**src/rtl/cdq_pkg.sv**
```systemverilog
package cdq_pkg;

   localparam int DEPTH   = 1024;
   localparam int WIDTH   = 16;
   localparam int ADDR_W  = (DEPTH > 1) ? $clog2(DEPTH) : 1;
   localparam int CNT_W   = $clog2(DEPTH + 1);
   localparam int CAP_W   = 11;
   localparam int CMP_W   = (CNT_W > CAP_W) ? CNT_W : CAP_W;
   localparam int FUNC_W  = 3;
   localparam int VALUE_W = 16;
   localparam int OUT_W   = 17;

   typedef logic [ADDR_W-1:0]  addr_type;
   typedef logic [WIDTH-1:0]   data_type;
   typedef logic [CNT_W-1:0]   count_type;
   typedef logic [CAP_W-1:0]   cap_type;
   typedef logic [FUNC_W-1:0]  func_code_type;
   typedef logic [VALUE_W-1:0] value_type;
   typedef logic signed [OUT_W-1:0] out_value_type;

   localparam cap_type       CAP_RESET  = cap_type'(1024);
   localparam addr_type      LAST_ADDR  = addr_type'(DEPTH - 1);
   localparam count_type     FULL_COUNT = count_type'(DEPTH);
   localparam out_value_type NONE_VALUE = '1;

   typedef enum logic [FUNC_W-1:0] {
      FUNC_PUSH_FRONT = 3'd0,
      FUNC_PUSH_BACK  = 3'd1,
      FUNC_POP_FRONT  = 3'd2,
      FUNC_POP_BACK   = 3'd3,
      FUNC_QUERY      = 3'd4
   } func_type;

   typedef enum logic [1:0] {
      ST_IDLE,
      ST_READ,
      ST_LOAD
   } state_type;

   // outcome of one step, handed from the pointer unit to the top level
   typedef struct packed {
      logic     ok;
      logic     empty;
      logic     full;
      addr_type front_addr;
      addr_type back_addr;
   } step_type;

   function automatic addr_type wrap_inc(input addr_type p);
      addr_type r;
      if (p == LAST_ADDR) r = '0;
      else r = p + addr_type'(1);
      return r;
   endfunction

   function automatic addr_type wrap_dec(input addr_type p);
      addr_type r;
      if (p == '0) r = LAST_ADDR;
      else r = p - addr_type'(1);
      return r;
   endfunction

endpackage

```
**src/rtl/cdq_ptr.sv**
```systemverilog
module cdq_ptr (
   input  logic                   clock,
   input  logic                   reset,
   input  logic                   step_en,
   input  cdq_pkg::func_code_type func,
   input  cdq_pkg::cap_type       capacity,
   output logic                   wr_en,
   output cdq_pkg::addr_type      wr_addr,
   output cdq_pkg::step_type      step
);

   cdq_pkg::addr_type  head_ff, head_in;
   cdq_pkg::addr_type  tail_ff, tail_in;
   cdq_pkg::count_type count_ff, count_in;
   cdq_pkg::step_type  step_ff, step_in;

   logic                         full_now;
   logic                         empty_now;
   logic                         ok;
   logic [cdq_pkg::CMP_W-1:0]    cap_cmp;

   always_comb begin
      cap_cmp   = cdq_pkg::CMP_W'(capacity);
      // the count never exceeds DEPTH, so reaching DEPTH caps a larger register
      full_now  = (cdq_pkg::CMP_W'(count_ff) >= cap_cmp) || (count_ff == cdq_pkg::FULL_COUNT);
      empty_now = (count_ff == '0);
      head_in   = head_ff;
      tail_in   = tail_ff;
      count_in  = count_ff;
      ok        = 1'b1;
      wr_en     = 1'b0;
      wr_addr   = tail_ff;

      unique case (cdq_pkg::func_type'(func))
         cdq_pkg::FUNC_PUSH_FRONT: begin
            if (full_now) begin
               ok = 1'b0;
            end else begin
               head_in  = cdq_pkg::wrap_dec(head_ff);
               wr_en    = step_en;
               wr_addr  = head_in;
               count_in = count_ff + cdq_pkg::count_type'(1);
            end
         end
         cdq_pkg::FUNC_PUSH_BACK: begin
            if (full_now) begin
               ok = 1'b0;
            end else begin
               wr_en    = step_en;
               tail_in  = cdq_pkg::wrap_inc(tail_ff);
               count_in = count_ff + cdq_pkg::count_type'(1);
            end
         end
         cdq_pkg::FUNC_POP_FRONT: begin
            if (empty_now) begin
               ok = 1'b0;
            end else begin
               head_in  = cdq_pkg::wrap_inc(head_ff);
               count_in = count_ff - cdq_pkg::count_type'(1);
            end
         end
         cdq_pkg::FUNC_POP_BACK: begin
            if (empty_now) begin
               ok = 1'b0;
            end else begin
               tail_in  = cdq_pkg::wrap_dec(tail_ff);
               count_in = count_ff - cdq_pkg::count_type'(1);
            end
         end
         default: begin
            // query and unused codes leave everything in place
         end
      endcase

      step_in.ok         = ok;
      step_in.empty      = (count_in == '0);
      step_in.full       = (cdq_pkg::CMP_W'(count_in) >= cap_cmp) ||
                           (count_in == cdq_pkg::FULL_COUNT);
      step_in.front_addr = head_in;
      step_in.back_addr  = cdq_pkg::wrap_dec(tail_in);
   end

   always_ff @(posedge clock) begin
      if (reset) begin
         head_ff  <= '0;
         tail_ff  <= '0;
         count_ff <= '0;
      end else if (step_en) begin
         head_ff  <= head_in;
         tail_ff  <= tail_in;
         count_ff <= count_in;
      end
   end

   always_ff @(posedge clock) begin
      if (step_en) begin
         step_ff <= step_in;
      end
   end

   assign step = step_ff;

endmodule

```
**config.mk**
```make
export PLATFORM = sky130hd
export DESIGN_NAME = cdq_ptr
export DESIGN_NICKNAME = d
export VERILOG_FILES = /design/src/rtl/cdq_pkg.sv /design/src/rtl/cdq_ptr.sv
export SDC_FILE = /design/constraint.sdc
export NUM_CORES = 1
export LEC_CHECK = 0
export ABC_AREA = 1
export BUFFER_PORTS_ARGS = -buffer_cell sky130_fd_sc_hd__buf_2
export CORE_UTILIZATION = 26
export CTS_BUF_LIST = sky130_fd_sc_hd__clkbuf_4 sky130_fd_sc_hd__clkbuf_8
export CTS_CLUSTER_DIAMETER = 60
export DETAILED_ROUTE_END_ITERATION = 8
export SYNTH_ARGS = -nofsm -noshare
export SYNTH_HDL_FRONTEND = slang
export SYNTH_SLANG_ARGS = --single-unit
```
**constraint.sdc**
```tcl
create_clock -name clock -period 4.4 [get_ports clock]
set_input_delay 0 -clock clock [delete_from_list [all_inputs] [get_ports clock]]
set_output_delay 0 -clock clock [all_outputs]
set_load 0.005 [all_outputs]
```
==> summary.md, run 1 <==
| Metric | Value |
|---|---|
| RSZ-0062 raised after global routing | `false` |
| Worst setup SP type | `flip-flop` |
| Critical Path Fanout Max | `27` |
| Worst-Skew Late Latency | `~340 ps` |
| Final Hold Fails | `0` |
| Slowest cell on crit path | `dfxtp_1` |
| Number of CTS-inserted buffers | `5` |
| Final core utilization | `29.77%` |
| Post-CTS Hold Buffers | `0` |
| Antenna viol nets, final | `0` |
| Fin cells | `approximately 1,100` |
| Cells after synthesis | `824` |
| WL final | `16,290 um` |
| Die width | `approximately 140 um` |
| ANT cells | `0` |
| Delay of the slowest cell on the worst path | `~580 ps` |
| Fraction of registers with async set or reset after synthesis | `0%` |
| Post-synth top area share | `between 10% and 20%` |
| Antenna violations before repair | `0` |
| I/O Pins | `51` |
| Grt ovf | `0` |
| Synth-to-layout area growth | `10.84%` |
| Synthesized area per cell | `6.428 um2` |
| DR vias | `~5,500` |
| Wire per inst | `~15 um` |
| Post-Place Cells | `~1,100` |
| CTS tree | `done` |
| Worst Skew | `approximately 13 ps` |
| Peak VDD IR | `between 0.0001 and 0.00015 V` |
| Mapped Nets | `872` |
| Final Setup Violations | `0` |
| Initial core utilization | `a little over a quarter` |
| Crit path top cell by count | `nand2_1` |
| Power Dens Cells | `288.3 nW/um2` |
| Primary FF master, synth | `dfxtp_1` |
| Gpl congestion | `0.9471` |
| Leading area contributor after synthesis | `nand2_1` |
| Critical path type | `flip-flop to flip-flop` |
| TritonCTS Sinks | `between 50 and 60` |
| Core Region | `19,720 um2` |
| Mapped Area | `5296 um2` |
| Outcome | `completed` |
| Fraction of layout instances using a drive strength above 1 | `between 10% and 20%` |
| Layout net count | `around 900` |
| Vias in the first global route | `about 5,000` |
| Final Hold Slack | `approximately 170 ps` |
| Most frequent cells in the layout | `nand2_1, inv_1, nand3_1` |
| Data required time of the worst path | `around 4500 ps` |
| Setup bufs post-CTS | `0` |
| Global Route Usage Sum | `15.94%` |
| Slew @ Worst Pin | `just over 800 ps` |
| DR vias/cell | `slightly below 5` |
| Register area share after synthesis | `around 25%` |
| Iteration-0 DRC Markers | `436` |
| Critical Path End Type | `flip-flop` |
| Min cycle time layout | `around 3700 ps` |
| First-pass iteration count of the detailed router | `6` |
| Synth Warn # | `0` |
| Post-synth EDFFs | `23` |
| Setup Total Neg Slack | `0 ps` |
| Final Max Tran Viols | `0` |
| FMAX | `270.0 MHz` |
| Fillers | `2,150` |
| Port bufs | `50` |
| HP Class | `primary input to flip-flop` |
| Num rows | `51` |
| Die ar. | `between 20,000 and 25,000 um2` |
| Clock-pin slew on the worst setup and hold paths | `roughly 110 ps` |
| Rel. slew slack | `a little under half` |
| Post-CTS resize count | `0` |
| Clk buf depth | `2` |
| Most common cell after layout, fill and taps aside | `nand2_1` |
| P_leak | `2.937 nW` |
| Tcrit/Tclk final | `84.16%` |
| Global-route wire length before repair | `between 20,000 and 30,000 um` |
| DIE HEIGHT | `~140 um` |
| Design Power | `between 1.5 and 2 mW` |
| Dpl hpwl | `between 10,000 and 15,000 um` |
| H-tree Lvls | `2` |
| Clock root buffer master | `clkbuf_8` |
| Synth Register Bits | `54` |
| CP cell instances | `ha_1 -> nand2_1 -> inv_1 -> nand2_1 -> nand2_1 -> nand2_1 -> nand2_1 -> nor2_2 -> nand3_4 -> inv_2 -> nand2_1 -> nand3_1 -> nand2_1 -> o21ai_0 -> inv_1 -> ha_1 -> nand2_1 -> nor4_1 -> a41o_1 -> a211oi_1 -> nand2_1` |
| Crit path DAT | `~3800 ps` |
| Largest net degree at the start of global routing | `60` |
| Netlist cell types | `between 40 and 50` |
| Max cap viols | `0` |
| Synth top area cells | `nand2_1, edfxtp_1, dfxtp_1` |
| # DRC | `0` |
==> stage by stage <==
stage	area, um2	setup WS, ps
after floorplan	5296	1368
final	5871	696.8
after detailed placement	5738	705.4
after global placement	5738	718.4
after global routing	5871	362.3
after CTS	5871	693.9
==> cell families after synthesis <==
kind of cell               count (synthesis)  share of synthesized area [%]
buffers and inverters                    157                          12.31
DFF                                       54                          24.76
xor gates and xnor gates                  17                          2.811
adders and majority gates                 31                          7.323
and+or+nand+nor                          408                          36.17
AOI/OAI and AO/OA                        157                          16.63
==> sequential cells by signal (all words and copies together), names as in the netlist <==
name / count
count_ff: 11
head_ff: 10
step: 23
tail_ff: 10
==> path summary, 6_finish.rpt <==
kind / from / endpoint / slack [ps] / cells past startpoint
worst max-delay path: count_ff[5] / step[20] / 700 / 21
worst max register to register: count_ff[5] / step[20] / 700 / 21
worst min register to register: head_ff[9] / head_ff[9] / 580 / 2
worst min-delay path: reset / tail_ff[7] / 170 / 4
==> area by class of cell <==
class                      count  area (um2)  share of cell area (%)
clock inverter                 3       63.81                   1.087
multi-input combinational    613        3333                   56.78
clock buffer                   5       68.82                   1.172
sequential                    54        1311                   22.34
timing repair buffer          56       295.3                   5.030
inverter                     124       466.7                   7.950
tap                          265       331.6                   5.648
==> power by group <==
| part | switching (mW) | internal, mW | total (mW) |
|---|---|---|---|
| sequential | 0.0553 | 0.581 | 0.636 |
| clock | 0.188 | 0.225 | 0.413 |
| combinational | 0.421 | 0.222 | 0.643 |
==> per-layer routing <==
metal  vias to the layer above  routed length (um)  GRT usage (%)
li1                       2776                   -              -
met5                         -                   0              0
met3                        22                 801          1.876
met1                      2538                7410          21.05
met4                         0                 333          5.263
met2                       164                7740          26.80
==> synthesized netlist by cell type (3+ instances only) <==
library cell  instances
clkbuf_1             15
nand2_1             196
edfxtp_1             23
buf_2                10
o21ai_0              74
nor2_2                7
o211ai_2              4
nand3_2               6
nand2_2               6
nor3_1               10
nand4_1              23
a21oi_1              47
buf_4                 3
ha_1                 31
dfxtp_1              31
nor4_1                3
o21ai_1               8
nand3_1              75
buf_6                 3
nor2_1               65
inv_1               110
o211ai_1              9
a31oi_1               4
nand2_4               5
inv_2                11
nor2_4                4
xor2_1               15
==> worst max-delay path: cells and delay by family, from the launching register on <==
kind	cells	cell delay, ps
buf+inv	3	410
flops	1	580
simple gates	13	1260
fa+ha+maj	2	620
compound gates	3	610
Power figures use the tool's default switching activity.
==> inputs of run 2 (changes only) <==
Settings changed: ABC_AREA 1 to 0.
Clock period 4.4 ns to 3.65 ns, I/O delays scaled along.
==> run 2 against run 1 <==
Against the previous run:
- cell area fell by 0.47%
- maximum frequency rose by 4.2%
- combinational power rose by 35%
- critical path type unchanged
- clock skew fell by 1.4 ps
- sequential share of layout area rose by 0.19 points
- largest cell class unchanged
- flip-flop and latch count did not move
- first-iteration DRC count fell by 19%
- non-clock buffer count rose by 65
==> summary.md, run 2 <==
| Metric | Value |
|---|---|
| Final core utilization | `around a third` |
| Most frequent cells in the layout | `buf_4, nor2_1, nand2_1` |
| Final Setup Violations | `0` |
| Rel. slew slack | `56.55%` |
| Global-route wire length before repair | `approximately 23,000 um` |
| Clock power share | `about 22%` |
| Post-Place Cells | `about 880` |
| Leading area contributor after synthesis | `edfxtp_1` |
| Outcome | `completed` |
| Iteration-0 DRC Markers | `roughly 350` |
| Largest net degree at the start of global routing | `49` |
| Crit path DAT | `around 3700 ps` |
| Worst-Skew Late Latency | `about 350 ps` |
| # DRC | `0` |
| Number of CTS-inserted buffers | `5` |
| Dpl hpwl | `around 11,000 um` |
| Post-synth EDFFs | `23` |
| Port bufs | `50` |
| Grt ovf | `0` |
| Flop2flop setup slack | `around 96 ps` |
| Data required time of the worst path | `approximately 3800 ps` |
| Mapped Nets | `630` |
| Pint | `~1.3 mW` |
| Cells after synthesis | `around 580` |
| Synth top area cells | `edfxtp_1, dfxtp_1, ha_1` |
| Worst Skew | `roughly 12 ps` |
| Die width | `approximately 140 um` |
| Num rows | `48` |
| Power Dens Cells | `between 300 and 400 nW/um2` |
| Clk buf depth | `2` |
| I/O Pins | `roughly 50` |
| WL final | `between 10,000 and 15,000 um` |
| Netlist cell types | `72` |
| Primary FF master, synth | `dfxtp_1` |
| Most frequent cell after synthesis | `nor2_1` |
| Post-route cell area | `between 5000 and 6000 um2` |
| Switching part of the total | `~36%` |
| Synth Register Bits | `54` |
| CTS tree | `done` |
| Max cap viols | `0` |
| Fin cells | `roughly 900` |
| Clock-pin slew on the worst setup and hold paths | `110 ps` |
| Synth-to-layout area growth | `26.39%` |
| DIE HEIGHT | `around 140 um` |
| Worst setup SP type | `flip-flop` |
| Critical Path End Type | `flip-flop` |
| Setup Total Neg Slack | `0 ps` |
| Tcrit/Tclk final | `between 90 and 100%` |
| Slew @ Worst Pin | `between 600 and 700 ps` |
| TritonCTS Sinks | `54` |
| Critical path type | `flip-flop to flip-flop` |
| Clock root buffer master | `clkbuf_8` |
| Logic pwr share | `a little over two fifths` |
| Critical Path Fanout Max | `5` |
| Core Region | `approximately 17,000 um2` |
| Largest register FFs | `23` |
| H-tree Lvls | `2` |
| Post-DP Area | `about 5400 um2` |
| Most common cell after layout, fill and taps aside | `buf_4` |
| Synth Warn # | `0` |
| Die ar. | `approximately 18,000 um2` |
| Fraction of layout instances using a drive strength above 1 | `27.27%` |
| Final Max Tran Viols | `0` |
| Fraction of registers with async set or reset after synthesis | `0%` |
| HP Class | `primary input to flip-flop` |
| RSZ-0062 raised after global routing | `true` |
| Post-synth top area share | `around 15%` |
| DR vias/cell | `around 5.3` |
| P_leak | `approximately 2.5 nW` |
| Antenna violations before repair | `0` |
| Wire per inst | `roughly 16 um` |
| Sequential Power Share | `36.3%` |
| Global Route Usage Sum | `between 10% and 20%` |
| Final Hold Fails | `0` |
| Synthesized area per cell | `7.944 um2` |
| ANT cells | `0` |
| Vias in the first global route | `4,390` |
| NetSw | `~0.74 mW` |
| DR vias | `~4,700` |
| Gpl congestion | `a little over 0.9` |
| First-pass iteration count of the detailed router | `5` |
| Peak VDD IR | `0.0001687 V` |
| Antenna viol nets, final | `0` |
| Min cycle time layout | `3554 ps` |
| Register area share after synthesis | `around 28%` |
| Layout net count | `~700` |
| Mapped Area | `4623 um2` |
| Most instantiated cells after synthesis | `nor2_1, nand2_1, a21oi_1, inv_1` |
| FMAX | `between 200 and 300 MHz` |
| Fillers | `approximately 1,800` |
| Initial core utilization | `between 20% and 30%` |
## run 2: cell families after synthesis
group	synth area share, %
buffers and inverters	6.576
and+or+nand+nor	27.23
xor gates and xnor gates	4.926
AOI/OAI and AO/OA	22.36
muxes	2.165
adders and majority gates	8.390
DFF	28.36
## run 2: critical path, stage by stage, from the launching register on
cell and delay [ps]:
dfxtp_2 370, ha_4 200, a21o_1 150, a221o_1 360
a41o_4 290, a21o_4 240, buf_4 140, or4_1 490
a32oi_1 230, ha_1 280, and3_1 160, a2111oi_2 280
o31ai_1 120
## run 2: power groups by stage
| stage | Sequential (mW) | Combinational (mW) | Clock [mW] |
|---|---|---|---|
| 2_1_floorplan | 0.749 | 0.512 | 0 |
| 3_3_place_gp | 0.758 | 0.781 | 0 |
| 3_5_place_dp | 0.758 | 0.782 | 0 |
| 4_1_cts | 0.745 | 0.810 | 0.463 |
| 5_1_grt | 0.754 | 0.955 | 0.480 |
| 6_report | 0.746 | 0.866 | 0.445 |
## run 2: through the flow
step                power (mW)  hold slack (ps)  worst slack [ps]
floorplan                1.260            112.5             2.560
global placement         1.539            392.5            -84.00
detailed placement       1.540            390.9            -93.79
CTS                      2.019            29.15             6.152
global route             2.189            47.32            -74.18
finish                   2.058            38.79             95.79
## run 2: routing by layer
layer	GRT usage (%)	vias up	part of all wire [%]
met2	25.64	143	46
met3	3.367	22	6.0
li1	-	2314	-
met1	20.92	2240	46
met4	6.055	0	2.4
met5	0	-	0
## run 2: final cells by class
| cell class | instances | area, um2 | area share (%) |
|---|---|---|---|
| Multi-Input combinational cell | 454 | 3208 | 54.90 |
| Sequential cell | 54 | 1316 | 22.53 |
| Timing Repair Buffer | 121 | 794.5 | 13.60 |
| Tap cell | 225 | 281.5 | 4.818 |
| Clock buffer | 6 | 76.32 | 1.306 |
| Inverter | 34 | 127.6 | 2.184 |
| Clock inverter | 2 | 38.79 | 0.6638 |
## run 2: path summary, 6_finish.rpt
kind / to / cells past startpoint / startpoint
setup / recovery: step[20] / 12 / count_ff[4]
hold / removal: step[21] / 1 / step_en
hold reg to reg: head_ff[6] / 2 / head_ff[6]
setup reg to reg: step[20] / 12 / count_ff[4]
## run 2: timing repair
item | CTS | global route
pin swaps | 9 | 20
hold buffers | 0 | 0
setup buffers | 5 | 6
hold endpoints to repair | 0 | 0
resized for setup | 17 | 27
endpoints found under the setup margin | 1 | 3
==> inputs of run 3 (changes only) <==
Settings changed: CELL_PAD_IN_SITES_DETAIL_PLACEMENT set to 0, CELL_PAD_IN_SITES_GLOBAL_PLACEMENT set to 1, CORE_ASPECT_RATIO set to 2, HOLD_SLACK_MARGIN set to 0.08, PLACE_DENSITY_LB_ADDON set to 0.1.
==> run 3 against run 2 <==
Against the previous run:
- utilization up 1.6 points
- worst setup slack lost 70 ps
- sequential power about the same
- routed wire length rose by 29%
- count of clock-buffer cells in the layout stayed put
- combinational power rose by 11%
- largest cell class unchanged
- highest routed layer unchanged
==> summary.md, run 3 (same netlist as run 2, synthesis figures left out) <==
| Metric | Value |
|---|---|
| Worst Skew | `14.66 ps` |
| Die width | `roughly 96 um` |
| WL final | `approximately 19,000 um` |
| Post-Place Cells | `~880` |
| Crit path DAT | `3730 ps` |
| Slew @ Worst Pin | `roughly 740 ps` |
| Outcome | `completed` |
| Sequential cell area | `approximately 1300 um2` |
| Fraction of layout instances using a drive strength above 1 | `between 30% and 40%` |
| Clk buf depth | `2` |
| Num rows | `between 60 and 70` |
| Max cap viols | `0` |
| Antenna viol nets, final | `0` |
| # DRC | `0` |
| Post-DP Area | `around 5600 um2` |
| Clock-pin slew on the worst setup and hold paths | `about 120 ps` |
| Data required time of the worst path | `3750 ps` |
| Final Hold Fails | `0` |
| Power Dens Cells | `353.8 nW/um2` |
| Largest register FFs | `23` |
| FMAX | `around 280 MHz` |
| Largest net degree at the start of global routing | `32` |
| H-tree Lvls | `2` |
| RSZ-0062 raised after global routing | `true` |
| CTS tree | `done` |
| Tcrit/Tclk final | `99.29%` |
| Synth-to-layout area growth | `32.37%` |
| Core Region | `~17,000 um2` |
| Grt ovf | `0` |
| DIE HEIGHT | `roughly 190 um` |
| Clock root buffer master | `clkbuf_8` |
| Iteration-0 DRC Markers | `181` |
| I/O Pins | `slightly above 50` |
| Post-route cell area | `6120 um2` |
| Port bufs | `50` |
| Post-CTS Hold Buffers | `0` |
| DR vias/cell | `between 5 and 6` |
| Die ar. | `18,350 um2` |
| Wire per inst | `slightly above 20 um` |
| P_leak | `between 2 and 3 nW` |
| Gpl congestion | `around 0.85` |
| Vias in the first global route | `about 5,000` |
| Area of the multi-input gates | `about 3400 um2` |
| Dpl hpwl | `roughly 14,000 um` |
| Peak VDD IR | `about 0.00017 V` |
| Initial core utilization | `26.64%` |
| DR vias | `4,894` |
| Worst-Skew Late Latency | `~350 ps` |
| ANT cells | `0` |
| Global Route Usage Sum | `20.93%` |
| Design Power | `around 2.2 mW` |
| Worst setup SP type | `flip-flop` |
| HP Class | `primary input to flip-flop` |
| Critical Path End Type | `flip-flop` |
| First-pass iteration count of the detailed router | `4` |
| Rel. slew slack | `between 50% and 60%` |
| Final core utilization | `35.26%` |
| TritonCTS Sinks | `54` |
| Setup Total Neg Slack | `0 ps` |
| Most frequent cells in the layout | `buf_4, nor2_1, nand2_1, buf_2, inv_1` |
| Critical Path Fanout Max | `5` |
| Layout net count | `roughly 740` |
| Final Max Tran Viols | `0` |
| Min cycle time layout | `roughly 3600 ps` |
| Most common cell after layout, fill and taps aside | `buf_4` |
| Number of CTS-inserted buffers | `5` |
| Critical path type | `flip-flop to flip-flop` |
| Fin cells | `~900` |
| Final Setup Violations | `0` |
| Global-route wire length before repair | `between 20,000 and 30,000 um` |
| Fillers | `around 1,900` |
| Antenna violations before repair | `0` |
==> run 3: cell count changes in the layout (fill, tap and decap cells not counted), sizes merged <==
cell	change
buf	+20
clkinv	-1
clkinvlp	+1
==> run 3: critical path: stages, from the launching register on <==
cell	delay, ps
dfxtp_2	370
ha_4	200
a21o_1	160
a221o_1	360
a41o_4	290
a21o_4	260
buf_4	150
or4_1	490
a32oi_1	170
buf_4	190
ha_4	210
and3_4	150
a2111oi_4	260
o31ai_1	110
==> run 3: cell type report <==
cell class / count / area share, %
repair buffers: 141 / 15.38
clock buffers: 6 / 1.247
clock inverters: 2 / 0.6134
well taps: 210 / 4.294
inverters: 34 / 2.085
flip-flops and latches: 54 / 21.55
multi-input cells: 454 / 54.84
==> run 3: where the power goes <==
part | switching, mW | internal [mW] | leakage (nW)
Sequential | 0.0426 | 0.704 | 0.484
Clock | 0.241 | 0.213 | 0.0548
Combinational | 0.528 | 0.436 | 2.08
Total | 0.812 | 1.35 | 2.62
==> run 3: worst paths after layout <==
check                            startpoint      endpoint  slack [ps]  depth (start not counted)
worst min register to register   tail_ff[1]    tail_ff[1]         550                          2
worst min-delay path                  reset  count_ff[10]         200                          2
worst max-delay path            count_ff[4]      step[20]          30                         13
worst max register to register  count_ff[4]      step[20]          30                         13
==> run 3: repair_timing <==
action / CTS / global route
pin swaps: 20 / 22
setup buffers: 7 / 2
setup endpoints to repair: 1 / 5
gates resized for setup: 42 / 25
hold endpoints to repair: 0 / 0
==> run 3: metrics by stage <==
stage	hold WS, ps	setup slack, ps
2_1_floorplan	112.5	2.560
3_3_place_gp	395.1	-319.1
3_5_place_dp	389.3	-366.1
4_1_cts	204.3	-56.33
5_1_grt	226.2	-110.7
6_report	200.3	25.76
==> run 3: routing by layer <==
metal	global-route usage, %	wire, um
met1	19.86	6411
met2	40.32	10380
met4	14.14	1267
met5	0	0
met3	1.954	467
